==> src/hdl/sfba_pkg.sv <==
// Shared types and constants for the swap frame bitmap allocator.
// Used by sfba_scan, swap_frame_bitmap_allocator, sfba_checker and the testbench; no dependencies.
`timescale 1ns / 1ps
`default_nettype none

package sfba_pkg;

    localparam int FRAMES  = 64;
    localparam int IDX_W   = (FRAMES > 1) ? $clog2(FRAMES) : 1;
    localparam int CNT_W   = $clog2(FRAMES + 1);
    localparam int FIU_W   = 7;
    localparam int WANT_W  = 7;
    localparam int FRAME_W = 6;

    localparam logic [FIU_W-1:0] FIU_RESET = FIU_W'(64);

    localparam logic [1:0] ST_GRANTED = 2'd0;
    localparam logic [1:0] ST_SHORT   = 2'd1;
    localparam logic [1:0] ST_FREED   = 2'd2;
    localparam logic [1:0] ST_EMPTY   = 2'd3;

    localparam logic CMD_ALLOC = 1'b0;
    localparam logic CMD_FREE  = 1'b1;

    localparam logic [2:0] ADDR_FRAMES_IN_USE = 3'd0;

    typedef enum logic [1:0] {
        S_IDLE,
        S_COUNT,
        S_DECIDE,
        S_GRANT
    } state_t;

    typedef struct packed {
        logic clear;
        logic step;
        logic tally;
    } scan_ctl_t;

    typedef struct packed {
        logic [IDX_W-1:0] idx;
        logic [CNT_W-1:0] cnt;
        logic             at_end;
        logic             bit_free;
    } scan_sts_t;

endpackage : sfba_pkg

`default_nettype wire

==> src/hdl/sfba_scan.sv <==
// Shared scan unit: frame index counter, tally counter and end-of-range compare.
// Depends on sfba_pkg.
`timescale 1ns / 1ps
`default_nettype none

module sfba_scan
(
    input  wire logic                       clk,
    input  wire logic                       rst_n,
    input  wire sfba_pkg::scan_ctl_t        ctl,
    input  wire logic [sfba_pkg::FRAMES-1:0] map,
    input  wire logic [sfba_pkg::CNT_W-1:0] lim,
    output sfba_pkg::scan_sts_t             sts
);
    import sfba_pkg::*;

    logic [CNT_W-1:0] idx_reg;
    logic [CNT_W-1:0] idx_next;
    logic [CNT_W-1:0] cnt_reg;
    logic [CNT_W-1:0] cnt_next;

    always_comb
    begin
        if (ctl.clear)
        begin
            idx_next = '0;
        end
        else if (ctl.step)
        begin
            idx_next = CNT_W'(idx_reg + 1'b1);
        end
        else
        begin
            idx_next = idx_reg;
        end

        if (ctl.clear)
        begin
            cnt_next = '0;
        end
        else if (ctl.tally)
        begin
            cnt_next = CNT_W'(cnt_reg + 1'b1);
        end
        else
        begin
            cnt_next = cnt_reg;
        end
    end

    always_ff @(posedge clk or negedge rst_n)
    begin
        if (!rst_n)
        begin
            idx_reg <= '0;
            cnt_reg <= '0;
        end
        else
        begin
            idx_reg <= idx_next;
            cnt_reg <= cnt_next;
        end
    end

    assign sts.idx      = idx_reg[IDX_W-1:0];
    assign sts.cnt      = cnt_reg;
    assign sts.at_end   = (idx_reg >= lim);
    assign sts.bit_free = ~map[idx_reg[IDX_W-1:0]];

endmodule : sfba_scan

`default_nettype wire

==> src/hdl/swap_frame_bitmap_allocator.sv <==
// Free and empty requests are answered in the cycle after acceptance.
// Allocate: a counting pass up to min(frames_in_use, 64) over the shared scan unit, a decide
// state, then a grant pass up to the last grant that stalls while the result is held.
// One request at a time; s_tready is high only between requests, while the result is free.
// Reset (rst_n, async, active low): every frame free, frames_in_use = 64, outputs idle.
// Top level; depends on sfba_pkg and sfba_scan.
`timescale 1ns / 1ps
`default_nettype none

module swap_frame_bitmap_allocator
(
    input  wire logic        clk,
    input  wire logic        rst_n,
    // input stream
    input  wire logic        s_tvalid,
    output logic             s_tready,
    input  wire logic [15:0] s_tdata,   // [6:0] request_count, [12:7] free_frame, rest zero
    input  wire logic        s_tuser,   // [0] cmd
    // result stream
    output logic             m_tvalid,
    input  wire logic        m_tready,
    output logic [7:0]       m_tdata,   // [5:0] frame_number, rest zero
    output logic [1:0]       m_tuser,   // [1:0] status
    output logic             m_tlast,
    // configuration
    input  wire logic        psel,
    input  wire logic        penable,
    input  wire logic        pwrite,
    input  wire logic [2:0]  paddr,
    input  wire logic [31:0] pwdata,
    output logic [31:0]      prdata,
    output logic             pready
);
    import sfba_pkg::*;

    state_t state_reg;
    state_t state_next;

    logic [FRAMES-1:0]  map_reg;
    logic [FRAMES-1:0]  map_next;
    logic [FIU_W-1:0]   fiu_reg;
    logic [WANT_W-1:0]  want_reg;
    logic [WANT_W-1:0]  want_next;

    logic               out_valid_reg;
    logic [FRAME_W-1:0] out_frame_reg;
    logic [1:0]         out_status_reg;
    logic               out_last_reg;

    logic               out_free;
    logic               accept;
    logic               out_load;
    logic [FRAME_W-1:0] out_frame;
    logic [1:0]         out_status;
    logic               out_last;
    logic               map_set;
    logic               map_clr;
    logic               grant_done;
    logic               short;

    logic [WANT_W-1:0]  in_count;
    logic [FRAME_W-1:0] in_free;
    logic [CNT_W-1:0]   lim;

    scan_ctl_t scan_ctl;
    scan_sts_t scan_sts;

    assign in_count = s_tdata[6:0];
    assign in_free  = s_tdata[12:7];

    // Scan limit saturates at the frame count.
    assign lim = ({1'b0, fiu_reg} > (FIU_W + 1)'(FRAMES)) ? CNT_W'(FRAMES) : CNT_W'(fiu_reg);

    assign out_free   = !out_valid_reg || m_tready;
    assign short      = (WANT_W'(scan_sts.cnt) < want_reg);
    assign grant_done = (WANT_W'(scan_sts.cnt + 1'b1) == want_reg);

    sfba_scan u_scan
    (
        .clk   (clk),
        .rst_n (rst_n),
        .ctl   (scan_ctl),
        .map   (map_reg),
        .lim   (lim),
        .sts   (scan_sts)
    );

    // Next state
    always_comb
    begin
        state_next = state_reg;
        unique case (state_reg)
            S_IDLE:
            begin
                if (accept && s_tuser == CMD_ALLOC && in_count != '0)
                begin
                    state_next = S_COUNT;
                end
            end
            S_COUNT:
            begin
                if (scan_sts.at_end)
                begin
                    state_next = S_DECIDE;
                end
            end
            S_DECIDE:
            begin
                if (!short)
                begin
                    state_next = S_GRANT;
                end
                else if (out_free)
                begin
                    state_next = S_IDLE;
                end
            end
            S_GRANT:
            begin
                if (out_free && scan_sts.bit_free && grant_done)
                begin
                    state_next = S_IDLE;
                end
            end
            default:
            begin
                state_next = S_IDLE;
            end
        endcase
    end

    // Outputs of the sequencer
    always_comb
    begin
        s_tready   = 1'b0;
        scan_ctl   = '0;
        out_load   = 1'b0;
        out_frame  = '0;
        out_status = ST_GRANTED;
        out_last   = 1'b0;
        map_set    = 1'b0;
        map_clr    = 1'b0;
        want_next  = want_reg;
        unique case (state_reg)
            S_IDLE:
            begin
                s_tready = out_free;
                if (accept)
                begin
                    if (s_tuser == CMD_FREE)
                    begin
                        out_load   = 1'b1;
                        out_status = ST_FREED;
                        out_last   = 1'b1;
                        map_clr    = ({1'b0, in_free} < (FRAME_W + 1)'(FRAMES));
                    end
                    else if (in_count == '0)
                    begin
                        out_load   = 1'b1;
                        out_status = ST_EMPTY;
                        out_last   = 1'b1;
                    end
                    else
                    begin
                        scan_ctl.clear = 1'b1;
                        want_next      = in_count;
                    end
                end
            end
            S_COUNT:
            begin
                // Count free frames below the limit, one per cycle.
                if (!scan_sts.at_end)
                begin
                    scan_ctl.step  = 1'b1;
                    scan_ctl.tally = scan_sts.bit_free;
                end
            end
            S_DECIDE:
            begin
                if (short)
                begin
                    out_load   = out_free;
                    out_status = ST_SHORT;
                    out_last   = 1'b1;
                end
                else
                begin
                    // Restart the scan; the tally now counts grants.
                    scan_ctl.clear = 1'b1;
                end
            end
            S_GRANT:
            begin
                if (out_free)
                begin
                    scan_ctl.step = 1'b1;
                    if (scan_sts.bit_free)
                    begin
                        scan_ctl.tally = 1'b1;
                        out_load       = 1'b1;
                        out_frame      = FRAME_W'(scan_sts.idx);
                        out_status     = ST_GRANTED;
                        out_last       = grant_done;
                        map_set        = 1'b1;
                    end
                end
            end
            default:
            begin
                s_tready = 1'b0;
            end
        endcase
    end

    assign accept = s_tvalid && s_tready;

    always_comb
    begin
        map_next = map_reg;
        if (map_set)
        begin
            map_next[scan_sts.idx] = 1'b1;
        end
        if (map_clr)
        begin
            map_next[in_free[IDX_W-1:0]] = 1'b0;
        end
    end

    always_ff @(posedge clk or negedge rst_n)
    begin
        if (!rst_n)
        begin
            state_reg     <= S_IDLE;
            map_reg       <= '0;
            fiu_reg       <= FIU_RESET;
            out_valid_reg <= 1'b0;
        end
        else
        begin
            state_reg <= state_next;
            map_reg   <= map_next;
            if (psel && penable && pwrite && pready && paddr == ADDR_FRAMES_IN_USE)
            begin
                fiu_reg <= pwdata[FIU_W-1:0];
            end
            if (out_load)
            begin
                out_valid_reg <= 1'b1;
            end
            else if (m_tready)
            begin
                out_valid_reg <= 1'b0;
            end
        end
    end

    always_ff @(posedge clk)
    begin
        want_reg <= want_next;
        if (out_load)
        begin
            out_frame_reg  <= out_frame;
            out_status_reg <= out_status;
            out_last_reg   <= out_last;
        end
    end

    assign m_tvalid = out_valid_reg;
    assign m_tdata  = {{(8 - FRAME_W){1'b0}}, out_frame_reg};
    assign m_tuser  = out_status_reg;
    assign m_tlast  = out_last_reg;

    assign pready = 1'b1;
    assign prdata = (paddr == ADDR_FRAMES_IN_USE) ? {{(32 - FIU_W){1'b0}}, fiu_reg} : '0;

    a_ready_only_idle: assert property (@(posedge clk) disable iff (!rst_n)
        s_tready |-> state_reg == S_IDLE)
        else $error("input accepted outside idle");

    a_grant_in_range: assert property (@(posedge clk) disable iff (!rst_n)
        state_reg == S_GRANT |-> !scan_sts.at_end)
        else $error("grant scan ran past the limit");

    a_granted_marked: assert property (@(posedge clk) disable iff (!rst_n)
        (m_tvalid && m_tuser == ST_GRANTED) |-> map_reg[m_tdata[IDX_W-1:0]])
        else $error("granted frame not marked used");

    a_short_keeps_map: assert property (@(posedge clk) disable iff (!rst_n)
        (state_reg == S_DECIDE && short) |=> $stable(map_reg))
        else $error("failed allocate changed the bitmap");

endmodule : swap_frame_bitmap_allocator

`default_nettype wire

==> config.mk <==
export PLATFORM = sky130hd
export DESIGN_NAME = swap_frame_bitmap_allocator
export DESIGN_NICKNAME = d
export VERILOG_FILES = /design/src/hdl/sfba_pkg.sv /design/src/hdl/sfba_scan.sv /design/src/hdl/swap_frame_bitmap_allocator.sv
export SDC_FILE = /design/constraint.sdc
export NUM_CORES = 1
export LEC_CHECK = 0
export BUFFER_PORTS_ARGS = -buffer_cell sky130_fd_sc_hd__buf_2
export CAP_MARGIN = 20
export CORE_UTILIZATION = 29
export DETAILED_ROUTE_END_ITERATION = 7
export GPL_ROUTABILITY_DRIVEN = 0
export GPL_TIMING_DRIVEN = 0
export SYNTH_ARGS = -nofsm -noshare
export SYNTH_HDL_FRONTEND = slang
export SYNTH_HIERARCHICAL = 1
export SYNTH_SLANG_ARGS = --single-unit
==> constraint.sdc <==
create_clock -name clk -period 3.6 [get_ports clk]
set_clock_uncertainty 0.05 [all_clocks]
set_input_delay 0.72 -clock clk [delete_from_list [all_inputs] [get_ports clk]]
set_output_delay 0.72 -clock clk [all_outputs]
set_load 0.03 [all_outputs]
==> out/metrics.csv, run 1 <==
stage;metric;value;unit
clocking;clk_pin_slew;0.07;ns
place;port_buffers;45;
floorplanning;dieArea;20600;um^2
drt;drtPass1Iterations;7;
place;dp_hpwl;10300;um
floorplanning;rows;51;
clocking;clockRootBuffer;clkbuf_16;
drt;vias;4369;
flow_run;drv_cap;0;
global_routing;grt_max_degree;56;
floorplanning;start_util;29.7;%
sta;finalCriticalPeriod;3.40;ns
finish;final_nets;706;
drt;ant_nets;0;
clocking;tritoncts;done;
finish;antenna_cells;0;
sta;worst_pin_slew;0.931;ns
sta;max_freq;0.295;GHz
sta;setup_viol;0;
finish;fin_util;34.9;%
place;placedCellCount;883;
synth;synth_edf_count;16;
global_routing;gr-total-overflow;0;
sta;period_share;94.3;%
worst_hold_path;min_path_type;in2async;
pwr;irDropWorstVdd;0.000277;V
finish;final_layout_size_suffix_gt1_share;24.3;%
setup_path;cp_max_fo;10;
place;place_area;6500;um^2
synth;ys_ff_latch;104;
setup_path;arrival;3.62;ns
clocking;clk_latency;0.36;ns
clocking;cts_sinks;104;
setup_path;critPathRequiredTime;3.83;ns
floorplanning;fp.dieH;143;um
setup_path;critPathLaunchType;flop;
sta;hold_viol;0;
synth;yosysUniqueCellTypes;63;
run_status;status;complete, no violations;
global_routing;antenna_found_initial;0;
drt;drc;0;
synth;netlist_area;5800;um^2
global_routing;grt_first_pass_wirelength;23500;um
setup_path;r2r_setup_slack;0.20;ns
synth;ys_warn_count;6;
clocking;htreeDepth;3;
synth;ys_seq_area_share;46.3;%
drt;viasPerCell;4.85;
floorplanning;core_area;19500;um^2
drt;drt_iter0_drc;325;
setup_path;setup.worst_path.end_class;flop;
finish;largest_reg_flops;64;
clocking;cts_buffers;9;
finish;fillCellCount;2038;
finish;multi_input_area;2780;um^2
global_routing;track_usage;15.3;%
finish;area_growth;17.5;%
sta;fin_tns_setup;0;ns
clocking;cts_buffer_depth;2;
drt;wl_per_cell;16.6;um
floorplanning;die_w;143;um
finish;design_area;6810;um^2
synth;syn_area_per_cell;10.7;um^2
pwr;p_per_area;556;nW/um^2
synth;ys.flop_type;dfrtp_1;
finish;stdcell_count;900;
pwr;total_power;3.78;mW
pwr;leakagePower;3.12;nW
floorplanning;io_pins;105;
sta;max_slew_margin;37.8;%
synth;postSynthCellCount;543;
drt;drt-total-wl;14900;um
synth;async_reset_ff_share;84.6;%
global_routing;first_global_vias;4144;
sta;drv_slew;0;
finish;seq_area;2680;um^2
setup_path;critical_path_class;reg2reg;
[cell usage in the layout, fill, tap and decap left out, types with 3 or more instances in the layout]
master,count
mux2i_1,4
nor3_4,4
inv_1,18
nand2_1,17
mux4_1,6
a21o_1,3
xnor2_1,3
and4_1,3
a22oi_1,4
nor3b_1,5
nand3_1,3
clkbuf_1,10
a21oi_1,139
nand2b_1,6
clkbuf_16,9
and2_1,10
buf_4,41
o21ai_0,9
nor3_1,8
nor2_4,3
nor2b_1,11
mux4_2,10
buf_1,3
xor2_1,10
ha_1,17
mux2_2,7
edfxtp_1,16
nor2_1,17
nand4_1,3
buf_2,49
conb_1,28
dfrtp_1,87
and3b_1,4
nor2_2,6
or3_1,6
a31oi_1,3
and3_1,12
[power by group]
part	switching (mW)	internal, mW	total [mW]
Combinational	0.783	0.514	1.30
Clock	0.469	0.498	0.966
Sequential	0.155	1.37	1.52
[critical path, stage by stage (launching register included)]
cell and delay [ns]:
dfrtp_1 0.44, buf_4 0.24, buf_2 0.33, mux4_2 0.37
mux2i_1 0.19, o2111ai_1 0.15, o311ai_2 0.15, and3_1 0.21
buf_4 0.16, nand2_4 0.12, nor4_4 0.57, a21oi_1 0.14
a21oi_1 0.19
[cell usage after synthesis, types with 5 or more instances]
| master | n | area share [%] |
|---|---|---|
| nor2_2 | 6 | 0.65 |
| buf_4 | 37 | 4.8 |
| nor3_1 | 8 | 0.69 |
| clkbuf_1 | 10 | 0.65 |
| or3_1 | 6 | 0.65 |
| a21oi_1 | 139 | 12 |
| mux4_1 | 6 | 2.7 |
| nor2b_1 | 11 | 1.2 |
| dfrtp_1 | 87 | 38 |
| nand2_1 | 17 | 1.1 |
| edfxtp_1 | 16 | 8.3 |
| nand2b_1 | 6 | 0.65 |
| mux2_2 | 7 | 1.4 |
| nor3b_1 | 5 | 0.65 |
| and2_1 | 10 | 1.1 |
| nor2_1 | 17 | 1.1 |
| and3_1 | 13 | 1.4 |
| inv_1 | 18 | 1.2 |
| xor2_1 | 10 | 1.5 |
| mux4_2 | 10 | 3.9 |
| o21ai_0 | 9 | 0.78 |
| ha_1 | 17 | 3.7 |
[routing by layer]
metal | up-vias | routed length (um) | global-route usage [%]
met5 | - | 0 | 0
met4 | 0 | 288 | 5.54
met3 | 20 | 753 | 3.63
met2 | 112 | 7050 | 24.1
met1 | 2142 | 6840 | 20.4
li1 | 2095 | - | -
[area by class of cell]
type / count / share of cell area (%)
inverters: 18 / 0.992
repair buffers: 50 / 4.15
clock buffers: 10 / 3.51
multi-input cells: 391 / 40.7
well taps: 265 / 4.87
plain buffers: 56 / 5.53
clock inverters: 6 / 0.808
flip-flops and latches: 104 / 39.4
[what timing repair did]
| action | in CTS | in global routing |
|---|---|---|
| buffers inserted | 0 | 1 |
| hold buffers | 0 | 0 |
| resized for setup | 0 | 3 |
| hold endpoints to repair | 0 | 0 |
| endpoints found under the setup margin | 0 | 3 |
[final timing paths]
kind | from | to | cells after the start
setup / recovery | u_scan/idx_reg[1]$_DFFE_PN0P_ | map_reg[0]$_DFF_PN0_ | 12
hold / removal | rst_n | u_scan/cnt_reg[5]$_DFFE_PN0P_ | 1
setup reg to reg | u_scan/idx_reg[1]$_DFFE_PN0P_ | map_reg[0]$_DFF_PN0_ | 12
hold reg to reg | map_reg[25]$_DFF_PN0_ | map_reg[25]$_DFF_PN0_ | 2
max in group asynchronous | rst_n | fiu_reg[6]$_DFFE_PN1P_ | 2
min in group clk | map_reg[25]$_DFF_PN0_ | map_reg[25]$_DFF_PN0_ | 2
[logic make-up after synthesis]
group,after synthesis,synth area share [%]
AO/OA/AOI/OAI,170,15.9
AND/OR/NAND/NOR,136,15.9
flip-flops,104,46.3
buffers and inverters,74,7.53
multiplexers,27,8.66
adder cells (fa/ha/maj),17,3.67
XOR/XNOR,13,1.96
other,2,0.130
[stage by stage]
step                      setup WS [ns]  hold slack [ns]
after floorplan                   0.629            0.374
after detailed placement          0.216            0.457
after global routing           -0.00129            0.306
after CTS                         0.186            0.286
final                             0.205            0.280
after global placement            0.188            0.448
Power figures use the tool's default switching activity.
==> run 2, diff against run 1 <==
--- a/config.mk
+++ b/config.mk
@@ -6,7 +6,6 @@
 export NUM_CORES = 1
 export LEC_CHECK = 0
 export BUFFER_PORTS_ARGS = -buffer_cell sky130_fd_sc_hd__buf_2
-export CAP_MARGIN = 20
 export CORE_UTILIZATION = 29
 export DETAILED_ROUTE_END_ITERATION = 7
 export GPL_ROUTABILITY_DRIVEN = 0
==> constraint.sdc (replaced) <==
create_clock -name clk -period 4 [get_ports clk]
set_clock_uncertainty 0.05 [all_clocks]
set_input_delay 0.8 -clock clk [delete_from_list [all_inputs] [get_ports clk]]
set_output_delay 0.8 -clock clk [all_outputs]
set_load 0.03 [all_outputs]
==> run 2 against run 1 <==
Against the previous run: maximum frequency increased by 0.32%; sequential cell count is the same; via count is 0.89% higher; worst setup slack improved by 0.41 ns; largest power group unchanged; clock power increased by 9.7%; core utilization up 0.20 points.
==> out/metrics.csv, run 2 (synthesized netlist as in run 1, its figures left out) <==
stage;metric;value;unit
run_status;status;complete, no violations;
place;place_area;6480;um^2
sta;finalCriticalPeriod;3.38;ns
clocking;tritoncts;done;
pwr;leakagePower;3.14;nW
floorplanning;dieArea;20600;um^2
drt;drc;0;
pwr;power_frac_comb;31.9;%
pwr;p_int;2.31;mW
global_routing;gr-total-overflow;0;
floorplanning;io_pins;105;
pwr;switching_share;35.4;%
pwr;p_seq_share;38.4;%
worst_hold_path;min_path_type;in2async;
pwr;irDropWorstVdd;0.000216;V
clocking;cts_buffers;9;
finish;layout_common_cells;a21oi_1, dfrtp_1, buf_2, buf_4, conb_1;
clocking;htreeDepth;3;
setup_path;path_cells;buf_6 > buf_6 > mux4_2 > mux2i_1 > o2111ai_1 > o311ai_2 > and3_1 > buf_4 > nand2_4 > nor4_4 > a21oi_1 > a21oi_1;
setup_path;crit_slowest_cell;nor4_4;
setup_path;r2r-end;map_reg[0]$_DFF_PN0_;
drt;drt_iter0_drc;356;
clocking;clk_latency;0.36;ns
place;port_buffers;45;
finish;final_nets;703;
setup_path;timing.rr.start;u_scan/idx_reg[0]$_DFFE_PN0P_;
global_routing;track_usage;15.4;%
floorplanning;core_area;19500;um^2
drt;vias;4408;
setup_path;reg2reg_depth;12;
sta;rsz0062_at_grt;no;
sta;max_slew_margin;9.31;%
sta;hold_viol;0;
pwr;p_per_area;522;nW/um^2
setup_path;setup.worst_path.end_class;flop;
floorplanning;rows;51;
clocking;ctsResizeCount;0;
drt;ant_nets;0;
drt;viasPerCell;4.91;
floorplanning;fp.dieH;143;um
drt;wl_per_cell;16.7;um
clocking;clockRootBuffer;clkbuf_16;
global_routing;first_global_vias;4178;
pwr;netSwitchingPower;1.27;mW
setup_path;critPathRequiredTime;4.23;ns
flow_run;drv_cap;0;
finish;seq_area;2680;um^2
clocking;cts_buffer_depth;2;
floorplanning;start_util;29.7;%
global_routing;antenna_found_initial;0;
clocking;clk_pin_slew;0.08;ns
setup_path;r2r_setup_slack;0.62;ns
sta;max_freq;0.295;GHz
sta;period_share;84.6;%
finish;antenna_cells;0;
finish;area_growth;18.2;%
finish;fillCellCount;2019;
global_routing;grt_first_pass_wirelength;23600;um
pwr;power_frac_clock;29.8;%
drt;drtPass1Iterations;5;
setup_path;cp_max_fo;10;
clocking;cts_setup_buffers;0;
place;dp_hpwl;10300;um
setup_path;arrival;3.62;ns
finish;multi_input_area;2770;um^2
finish;layout_commonest_cell;a21oi_1;
sta;worst_pin_slew;1.36;ns
sta;drv_slew;0;
sta;setup_viol;0;
setup_path;cp_top_family;simple AND/OR/NAND/NOR gates;
drt;drt-total-wl;15000;um
setup_path;critPathBufInv;3;
setup_path;critical_path_class;reg2reg;
setup_path;critPathMaxStageDelay;0.57;ns
finish;design_area;6850;um^2
floorplanning;die_w;143;um
global_routing;grt_max_degree;56;
sta;fin_hold_ws;0.356;ns
sta;fin_tns_setup;0;ns
clocking;cts_sinks;104;
setup_path;critPathLaunchType;flop;
clocking;ctsHoldBuffers;0;
finish;largest_reg_flops;64;
finish;final_layout_size_suffix_gt1_share;23.7;%
[run 2: per-layer routing]
| layer | wire (um) | up-vias | GRT usage (%) |
|---|---|---|---|
| met2 | 7020 | 112 | 24.1 |
| li1 | - | 2094 | - |
| met5 | 0 | - | 0 |
| met1 | 6890 | 2170 | 20.4 |
| met3 | 664 | 32 | 2.97 |
| met4 | 413 | 0 | 7.50 |
[run 2: how the worst max path moves through the flow]
stage,slack [ns],cells past startpoint,to,startpoint
6_report,0.62,12,map_reg[0]$_DFF_PN0_,u_scan/idx_reg[0]$_DFFE_PN0P_
4_1_cts,0.58,14,u_scan/cnt_reg[5]$_DFFE_PN0P_,u_scan/idx_reg[0]$_DFFE_PN0P_
3_5_place_dp,0.49,7,u_scan/idx_reg[2]$_DFFE_PN0P_,m_tready
2_1_floorplan,1.03,14,u_scan/cnt_reg[6]$_DFFE_PN0P_,u_scan/idx_reg[0]$_DFFE_PN0P_
3_3_place_gp,0.51,7,u_scan/idx_reg[2]$_DFFE_PN0P_,m_tready
5_1_grt,0.30,14,u_scan/cnt_reg[5]$_DFFE_PN0P_,u_scan/idx_reg[0]$_DFFE_PN0P_
[run 2: cell type report]
| cell class | instances | share of cell area (%) |
|---|---|---|
| flip-flops and latches | 104 | 39.2 |
| repair buffers | 47 | 3.80 |
| clock inverters | 5 | 1.30 |
| multi-input cells | 391 | 40.5 |
| plain buffers | 56 | 5.39 |
| well taps | 265 | 4.84 |
| inverters | 18 | 0.986 |
| clock buffers | 11 | 4.02 |
[run 2: per-stage QoR]
step | power, mW | utilization, % | setup WS (ns) | instances
after global routing | 3.78 | 35.1 | 0.300 | 897
after global placement | 2.51 | 33.0 | 0.508 | 879
after floorplan | 2.22 | - | 1.03 | 569
after detailed placement | 2.53 | 33.2 | 0.493 | 880
final | 3.57 | 35.1 | 0.615 | 897
after CTS | 3.61 | 35.1 | 0.585 | 896
[run 2: worst reg2reg max path: stages (launching register included)]
cell	delay (ns)
dfrtp_1	0.41
buf_6	0.21
buf_6	0.21
mux4_2	0.54
mux2i_1	0.21
o2111ai_1	0.14
o311ai_2	0.14
and3_1	0.20
buf_4	0.17
nand2_4	0.13
nor4_4	0.58
a21oi_1	0.14
a21oi_1	0.17
[run 2: power by group through the flow]
stage               Sequential [mW]  Clock [mW]  Combinational, mW
floorplan                      1.42           0              0.799
global placement               1.39           0               1.12
detailed placement             1.39           0               1.14
CTS                            1.37        1.09               1.15
global route                   1.39        1.13               1.26
finish                         1.37        1.06               1.14
==> run 3, diff against run 2 <==
==> constraint.sdc (replaced) <==
create_clock -name clk -period 3.5 [get_ports clk]
set_clock_uncertainty 0.05 [all_clocks]
set_input_delay 0.7 -clock clk [delete_from_list [all_inputs] [get_ports clk]]
set_output_delay 0.7 -clock clk [all_outputs]
set_load 0.03 [all_outputs]
==> run 3 against run 2 <==
Against the previous run: core utilization is 0.26 points higher; sequential power increased by 15%; non-clock buffer count increased by 5; largest power group unchanged; sequential cell count is the same; sequential share of layout area fell by 0.29 points.
==> out/metrics.csv, run 3 (synthesized netlist as in run 1, its figures left out) <==
stage;metric;value;unit
finish;design_area;6900;um^2
sta;rsz0062_at_grt;no;
drt;drc;0;
clocking;clk_pin_slew;0.07;ns
place;dp_slack;0.0934;ns
finish;final_layout_size_suffix_gt1_share;24.6;%
sta;finalCriticalPeriod;3.33;ns
pwr;p_int;2.67;mW
global_routing;gr-total-overflow;0;
clocking;ctsHoldBuffers;0;
setup_path;crit_slowest_cell;nor3_4;
finish;antenna_cells;0;
floorplanning;dieArea;20600;um^2
clocking;clockRootBuffer;clkbuf_16;
floorplanning;rows;51;
place;place_area;6480;um^2
sta;drv_slew;0;
drt;drt_iter0_drc;352;
sta;hold_viol;0;
pwr;p_seq_share;38.0;%
pwr;p_per_area;598;nW/um^2
sta;setup_slack;0.167;ns
global_routing;busiest_layer;met2;
pwr;switching_share;35.3;%
global_routing;grt_max_degree;56;
setup_path;reg2reg_depth;12;
clocking;cts_sinks;104;
setup_path;setup.worst_path.end_class;flop;
drt;vias;4408;
floorplanning;io_pins;105;
setup_path;critPathBufInv;3;
place;dp_hpwl;10300;um
floorplanning;start_util;29.7;%
finish;layout_commonest_cell;a21oi_1;
sta;max_slew_margin;9.06;%
clocking;tritoncts;done;
global_routing;track_usage;15.4;%
drt;drt-total-wl;15000;um
finish;fin_util;35.3;%
pwr;irDropWorstVdd;0.000253;V
sta;setup_viol;0;
floorplanning;core_area;19500;um^2
finish;area_growth;19.1;%
floorplanning;fp.dieH;143;um
setup_path;critPathRequiredTime;3.73;ns
global_routing;first_global_vias;4178;
setup_path;cp_max_fo;10;
global_routing;grt_first_pass_wirelength;23600;um
setup_path;critPathLaunchType;flop;
clocking;cts_buffers;9;
setup_path;arrival;3.57;ns
worst_hold_path;min_path_type;in2async;
drt;drtPass1Iterations;5;
clocking;cts_buffer_depth;2;
run_status;status;complete, no violations;
drt;viasPerCell;4.89;
sta;worst_pin_slew;1.36;ns
pwr;power_frac_comb;32.5;%
drt;wl_per_cell;16.7;um
finish;layout_common_cells;a21oi_1, dfrtp_1, buf_2, buf_4, conb_1;
clocking;htreeDepth;3;
sta;period_share;95.2;%
place;port_buffers;45;
sta;max_freq;0.300;GHz
pwr;leakagePower;3.17;nW
setup_path;worst-path-stages;12;
global_routing;met3_usage;2.97;%
setup_path;critical_path_class;reg2reg;
drt;ant_nets;0;
pwr;power_frac_clock;29.5;%
setup_path;critPathMaxStageDelay;0.50;ns
floorplanning;die_w;143;um
sta;fin_tns_setup;0;ns
flow_run;drv_cap;0;
finish;final_nets;708;
global_routing;met2_usage;24.1;%
global_routing;grtUsageMet1;20.4;%
clocking;clk_latency;0.37;ns
setup_path;cp_top_family;simple AND/OR/NAND/NOR gates;
global_routing;antenna_found_initial;0;
pwr;netSwitchingPower;1.46;mW
setup_path;path_cells;buf_4 > buf_2 > mux4_2 > mux2i_1 > o2111ai_1 > o311ai_2 > and3_1 > buf_4 > nand2_4 > nor3_4 > a21oi_1 > a21oi_1;
finish;largest_reg_flops;64;
==> run 3: changes by cell type in the layout (fill, tap and decap cells not counted), sizes merged <==
cell / delta
buf: +5
==> run 3: final timing paths <==
path | startpoint | end | slack, ns
max | u_scan/idx_reg[1]$_DFFE_PN0P_ | map_reg[5]$_DFF_PN0_ | 0.17
min | rst_n | u_scan/idx_reg[5]$_DFFE_PN0P_ | 0.25
max reg2reg | u_scan/idx_reg[1]$_DFFE_PN0P_ | map_reg[5]$_DFF_PN0_ | 0.17
min reg2reg | fiu_reg[5]$_DFFE_PN0P_ | fiu_reg[5]$_DFFE_PN0P_ | 0.47
max in group asynchronous | rst_n | fiu_reg[6]$_DFFE_PN1P_ | 2.48
min in group clk | fiu_reg[5]$_DFFE_PN0P_ | fiu_reg[5]$_DFFE_PN0P_ | 0.47
==> run 3: repair_timing <==
item                       CTS  global route
setup buffers                0             5
hold endpoints to repair     0             0
gates resized for setup      0             6
setup endpoints to repair    0            10
==> run 3: layout make-up <==
| class | instances | area (um^2) |
|---|---|---|
| tap | 265 | 332 |
| fill | 2012 | 12600 |
| sequential | 104 | 2680 |
| clock buffer | 11 | 275 |
| buffer | 56 | 377 |
| clock inverter | 5 | 88.8 |
| inverter | 18 | 67.6 |
| multi-input combinational | 391 | 2780 |
| timing repair buffer | 52 | 298 |
==> run 3: power groups by stage <==
stage | Sequential, mW | Clock [mW] | Combinational [mW]
after floorplan | 1.63 | 0 | 0.913
final | 1.57 | 1.22 | 1.34
after global routing | 1.59 | 1.29 | 1.48
after detailed placement | 1.59 | 0 | 1.30
after global placement | 1.59 | 0 | 1.28
after CTS | 1.57 | 1.24 | 1.31
==> run 3: worst reg2reg max path: stages, from the launching register on <==
cell and delay (ns):
dfrtp_1 0.44, buf_4 0.24, buf_2 0.33, mux4_2 0.38, mux2i_1 0.21, o2111ai_1 0.15
o311ai_2 0.15, and3_1 0.21, buf_4 0.17, nand2_4 0.13, nor3_4 0.51, a21oi_1 0.15
a21oi_1 0.15
==> run 3: metal layers <==
layer	wire (um)	share of wire (%)
met1	6810	45
met2	7020	47
met3	845	5.6
met4	364	2.4
met5	0	0
==> run 3: through the flow <==
stage / hold WS (ns) / instances / power (mW)
2_1_floorplan: 0.354 / 569 / 2.54
3_3_place_gp: 0.448 / 879 / 2.87
3_5_place_dp: 0.457 / 880 / 2.90
4_1_cts: 0.263 / 896 / 4.12
5_1_grt: 0.284 / 902 / 4.36
6_report: 0.254 / 902 / 4.12
